[src/rtl/core/dqsv_pkg.sv]
package dqsv_pkg;

    localparam int SINE_TABLE_BITS_DEF = 10;

    localparam int V_W    = 16;
    localparam int LIM_W  = 15;
    localparam int CNT_W  = 16;
    localparam int TRIG_W = 17;
    localparam int PH_W   = 54;

    localparam logic [14:0] SIN_A          = 15'd25736;
    localparam logic [13:0] SIN_B          = 14'd10512;
    localparam logic [10:0] SIN_C          = 11'd1160;
    localparam logic [15:0] SQRT3_HALF_Q16 = 16'd56756;

    localparam logic [15:0] SUPPLY_RST = 16'd3072;

    localparam int LIM_LAT  = 18;
    localparam int SIN_LAT  = 5;
    localparam int MIX_LAT  = 6;
    localparam int DUTY_LAT = 18;
    localparam int TOT_LAT  = LIM_LAT + MIX_LAT + DUTY_LAT;

    typedef enum logic [1:0] {
        CFG_VLIMIT = 2'd0,
        CFG_SUPPLY = 2'd1,
        CFG_PERIOD = 2'd2
    } t_cfg_idx;

endpackage

[src/rtl/core/dqsv_sine.sv]
module dqsv_sine #(
    parameter int SINE_TABLE_BITS = dqsv_pkg::SINE_TABLE_BITS_DEF
) (
    input  logic                                  i_clk,
    input  logic                                  i_en,
    input  logic        [15:0]                    i_theta,
    output logic signed [dqsv_pkg::TRIG_W-1:0]    o_sin,
    output logic signed [dqsv_pkg::TRIG_W-1:0]    o_cos
);

    localparam int TB = SINE_TABLE_BITS;
    localparam int SH = 16 - TB;
    localparam int QB = TB - 2;

    logic [TB-1:0] idx;
    logic [1:0]    quad, cquad;
    logic [13:0]   x14;
    logic [14:0]   x0 [2];
    logic          n0 [2];

    logic [14:0] r1_x [2];
    logic        r1_n [2];
    logic [14:0] r2_x [2];
    logic [14:0] r2_x2 [2];
    logic        r2_n [2];
    logic [10:0] r3_t [2];
    logic [14:0] r3_x [2];
    logic [14:0] r3_x2 [2];
    logic        r3_n [2];
    logic [13:0] r4_t [2];
    logic [14:0] r4_x [2];
    logic        r4_n [2];
    logic signed [dqsv_pkg::TRIG_W-1:0] r5_y [2];

    logic [31:0] pr2 [2];
    logic [31:0] pr3 [2];
    logic [31:0] pr4 [2];
    logic [31:0] pr5 [2];
    logic [16:0] y5  [2];

    always_comb begin
        idx   = i_theta[15 -: TB];
        quad  = idx[TB-1 -: 2];
        cquad = quad + 2'd1;
        x14   = {idx[QB-1:0], {SH{1'b0}}};
        x0[0] = quad[0]  ? 15'(15'd16384 - {1'b0, x14}) : {1'b0, x14};
        x0[1] = cquad[0] ? 15'(15'd16384 - {1'b0, x14}) : {1'b0, x14};
        n0[0] = quad[1];
        n0[1] = cquad[1];
        for (int c = 0; c < 2; c++) begin
            pr2[c] = 32'(r1_x[c]) * 32'(r1_x[c]);
            pr3[c] = 32'(dqsv_pkg::SIN_C) * 32'(r2_x2[c]);
            pr4[c] = 32'(15'(dqsv_pkg::SIN_B) - 15'(r3_t[c])) * 32'(r3_x2[c]);
            pr5[c] = 32'(16'(dqsv_pkg::SIN_A) - 16'(r4_t[c])) * 32'(r4_x[c]);
            y5[c]  = 17'(pr5[c] >> 14);
        end
    end

    always_ff @(posedge i_clk) begin
        if (i_en) begin
            for (int c = 0; c < 2; c++) begin
                r1_x[c]  <= x0[c];
                r1_n[c]  <= n0[c];
                r2_x[c]  <= r1_x[c];
                r2_x2[c] <= 15'(pr2[c] >> 14);
                r2_n[c]  <= r1_n[c];
                r3_t[c]  <= 11'(pr3[c] >> 14);
                r3_x[c]  <= r2_x[c];
                r3_x2[c] <= r2_x2[c];
                r3_n[c]  <= r2_n[c];
                r4_t[c]  <= 14'(pr4[c] >> 14);
                r4_x[c]  <= r3_x[c];
                r4_n[c]  <= r3_n[c];
                r5_y[c]  <= r4_n[c] ? $signed(17'd0 - y5[c]) : $signed(y5[c]);
            end
        end
    end

    assign o_sin = r5_y[0];
    assign o_cos = r5_y[1];

endmodule

[config.mk]
export PLATFORM = sky130hd
export DESIGN_NAME = dqsv_sine
export DESIGN_NICKNAME = d
export VERILOG_FILES = /design/src/rtl/core/dqsv_pkg.sv /design/src/rtl/core/dqsv_sine.sv
export SDC_FILE = /design/constraint.sdc
export NUM_CORES = 2
export LEC_CHECK = 0
export BUFFER_PORTS_ARGS = -buffer_cell sky130_fd_sc_hd__buf_2
export CORE_ASPECT_RATIO = 0.6
export CORE_MARGIN = 2
export CORE_UTILIZATION = 60
export CTS_BUF_LIST = sky130_fd_sc_hd__clkbuf_16
export DETAILED_ROUTE_END_ITERATION = 7
export GPL_ROUTABILITY_DRIVEN = 0
export PLACE_DENSITY = 0.76
export SYNTH_ARGS = -nofsm -noshare
export SYNTH_HDL_FRONTEND = slang
export SYNTH_SLANG_ARGS = --single-unit
[constraint.sdc]
create_clock -name i_clk -period 7.5 [get_ports i_clk]
set_input_delay 1.5 -clock i_clk [delete_from_list [all_inputs] [get_ports i_clk]]
set_output_delay 1.5 -clock i_clk [all_outputs]
set_load 0.01 [all_outputs]
==> flow_summary.json <==
{
  "run_status": "finished, final reports clean",
  "antenna_found_initial": 4,
  "rsz0062_at_grt": "yes",
  "async_reset_ff_frac": 0,
  "yosysSeqAreaShare": 0.182,
  "postRouteAntennaNets": 0,
  "drt-initial-drc-count": 1618,
  "io_buffers": 45,
  "cp-end-kind": "flop",
  "hold_path_depth": 0,
  "grt-busiest-layer": "met1",
  "viasPerCell": 5.33,
  "syn_avg_cell_area_um2": 10.1,
  "clockBufferDepth": 3,
  "grt_pass1_vias": 25600,
  "max_freq_mhz": 134,
  "yosys_warnings": 0,
  "grt_max_degree": 167,
  "place_area_um2": 38500,
  "startpoint_type": "flop",
  "multiInputGateArea_um2": 27700,
  "dieArea_um2": 62600,
  "core_um2": 59600,
  "crit_arrival_ns": 7.80,
  "crit_top_cell": "fa_1",
  "ff2ff_path_depth": 28,
  "fill_cells": 4407,
  "finalCritPeriodShare": 0.995,
  "maxCapViolCount": 0,
  "cts_tree": "built",
  "critical_path_class": "reg2reg",
  "grt_usage": 0.255,
  "grt_pass1_wl_um": 128000,
  "grt_use_met1": 0.379,
  "dp_hpwl_um": 62000,
  "dieWidth_um": 322,
  "layout_common_cells": "inv_1 (725), ha_1 (551), fa_1 (538)",
  "min_from": "r3_x[0][22]",
  "drt-pass1-iter-count": 7,
  "cts_root_buf": "clkbuf_16",
  "route.vias.total": 24500,
  "area_growth_pct": 12.0,
  "initial_core_util": 0.610,
  "cp_max_fo": 5,
  "hp-class": "reg2reg",
  "drcViolationCount": 0,
  "clk_latency_ns": 0.58,
  "synth-edff-count": 220,
  "netlist_instances": 3608,
  "r2r-start": "r4_t[0][0]",
  "fin_skew_ns": 0.0349,
  "max_stage_delay_ns": 0.56,
  "regArea_um2": 6610,
  "clkSinkCount": 220,
  "place_ws_ns": -0.398,
  "die_h_um": 195,
  "setup_violations": 0,
  "max-slew-margin-rel": 0.374,
  "r2r_setup_slack_ns": 0.04,
  "worstPathRequired_ns": 7.84,
  "finalCriticalPeriod_ns": 7.46,
  "clk_pin_slew_ns": 0.07,
  "drive_above_1_share": 0.120,
  "maxSlewViolCount": 0,
  "cpMaxStageDelayCell": "fa_1",
  "hold_viol_final": 0,
  "synth_fp_nets": 4751,
  "ys_seq_elements": 220,
  "finish.utilization": 0.683,
  "use_met2": 0.371,
  "layout_commonest_cell": "inv_1",
  "setup_ws_ns": 0.0367,
  "wl_per_cell_um": 16.9,
  "syn_area_um2": 36400,
  "nets": 4932,
  "timing.rr.end": "r5_y[0][15]",
  "routed_wirelength_um": 77500,
  "row_count": 69,
  "tightestPinTransition_ns": 0.939,
  "fin_area_um2": 40700,
  "met3_usage": 0.0814,
  "synth_ff_type": "edfxtp_1",
  "cts_buffers": 25,
  "post_synth_num_cell_types": 72,
  "grt-ovfl-total": 0,
  "holdPathEnd": "r4_x[0][22]",
  "io_pins": 52,
  "htree_num_levels": 1
}
==> worst max path at each step <==
stage	startpoint	to	slack, ns
after floorplan	r4_t[0][0]	r5_y[0][15]	0.04
after global placement	r4_t[0][14]	r5_y[0][33]	-0.25
after detailed placement	r4_t[0][14]	r5_y[0][33]	-0.40
after CTS	r4_t[0][1]	r5_y[0][13]	0.004
after global routing	r4_t[0][0]	r5_y[0][15]	-0.28
final	r4_t[0][0]	r5_y[0][15]	0.04
==> cells by family after synthesis <==
| kind of cell | count (synthesis) | share of synthesized area |
|---|---|---|
| AOI/OAI and AO/OA | 244 | 0.0451 |
| xor gates and xnor gates | 196 | 0.0472 |
| DFF | 220 | 0.182 |
| buffers and inverters | 822 | 0.0851 |
| and+or+nand+nor | 993 | 0.140 |
| muxes | 8 | 0.00231 |
| adders and majority gates | 1125 | 0.499 |
==> critical path: cells and delay by family (launching register included) <==
| kind | cells | cell delay, ns |
|---|---|---|
| flip-flops | 1 | 0.45 |
| buffers and inverters | 2 | 0.25 |
| AND/OR/NAND/NOR | 6 | 0.72 |
| AO/OA/AOI/OAI | 11 | 2.46 |
| adder cells (fa/ha/maj) | 7 | 2.99 |
| XOR/XNOR | 2 | 0.36 |
==> cells in the mapped netlist, drive strengths merged, types with 3 or more instances <==
library cell    n  area [um2]
a211oi          7        57.6
mux2i           5        50.1
xor2           57         499
or4             5        42.5
nor2           93         349
a221o           4        40.0
a41oi           3        26.3
and2          352        2200
buf             4        23.8
clkbuf         87         327
nand4           9        56.3
a31o            4        35.0
o41ai           5        43.8
a22oi           3        27.5
inv           731        2740
nand2b         26         170
nor2b          58         363
fa            541       10800
nor3b           4        30.0
a21o           24         180
o31a            4        36.3
a21boi          4        30.0
nand2         363        1360
nand3          16        85.1
and3           12        76.3
nor4b           3        26.3
or3             9        61.3
nor4            6        37.5
ha            584        7310
edfxtp        220        6610
a41o            3        30.0
nor3           27         135
o211ai          3        22.5
a31oi           8        50.1
xnor2         139        1220
or2             6        37.5
a21oi          64         320
o31ai          15         113
o21a           19         143
mux2            3        33.8
o21bai         15         113
o21ai          41         205
==> metal layers <==
layer | wire length (um) | up-vias
met5 | 13 | -
met4 | 1080 | 2
met3 | 7560 | 79
met2 | 32100 | 700
met1 | 36700 | 12000
li1 | - | 11700
==> registers in the layout, summed over array words and instances, names as in the netlist <==
name	count
r3_t	22
r2_n	2
r4_t	28
r3_x	17
r4_x	17
r4_n	2
r3_x2	30
r2_x	17
r5_y	34
r2_x2	30
r3_n	2
r1_n	2
r1_x	17
==> timing repair <==
action	4_1_cts	5_1_grt
hold buffers	0	0
setup buffers	17	21
pin swaps	35	104
setup endpoints to repair	11	30
resized for setup	28	143
endpoints found under the hold margin	0	0
==> area by class of cell <==
type	instances	share of cell area
inverters	731	0.0674
clock inverters	20	0.00685
repair buffers	245	0.0433
multi-input cells	2566	0.681
well taps	781	0.0240
flip-flops and latches	220	0.162
diodes	2	0.000123
clock buffers	25	0.0154
==> stage by stage <==
step / setup TNS [ns] / hold WS, ns / std cells
3_3_place_gp: -0.584 / 0.401 / 4505
5_1_grt: -1.49 / 0.425 / 4588
2_1_floorplan: 0 / 0.400 / 3608
3_5_place_dp: -1.52 / 0.405 / 4505
6_report: 0 / 0.418 / 4590
4_1_cts: 0 / 0.418 / 4567
Power is left out: the tool's default activity adds up to more than one toggle a clock period on the data nets, which glitch-free logic cannot reach.
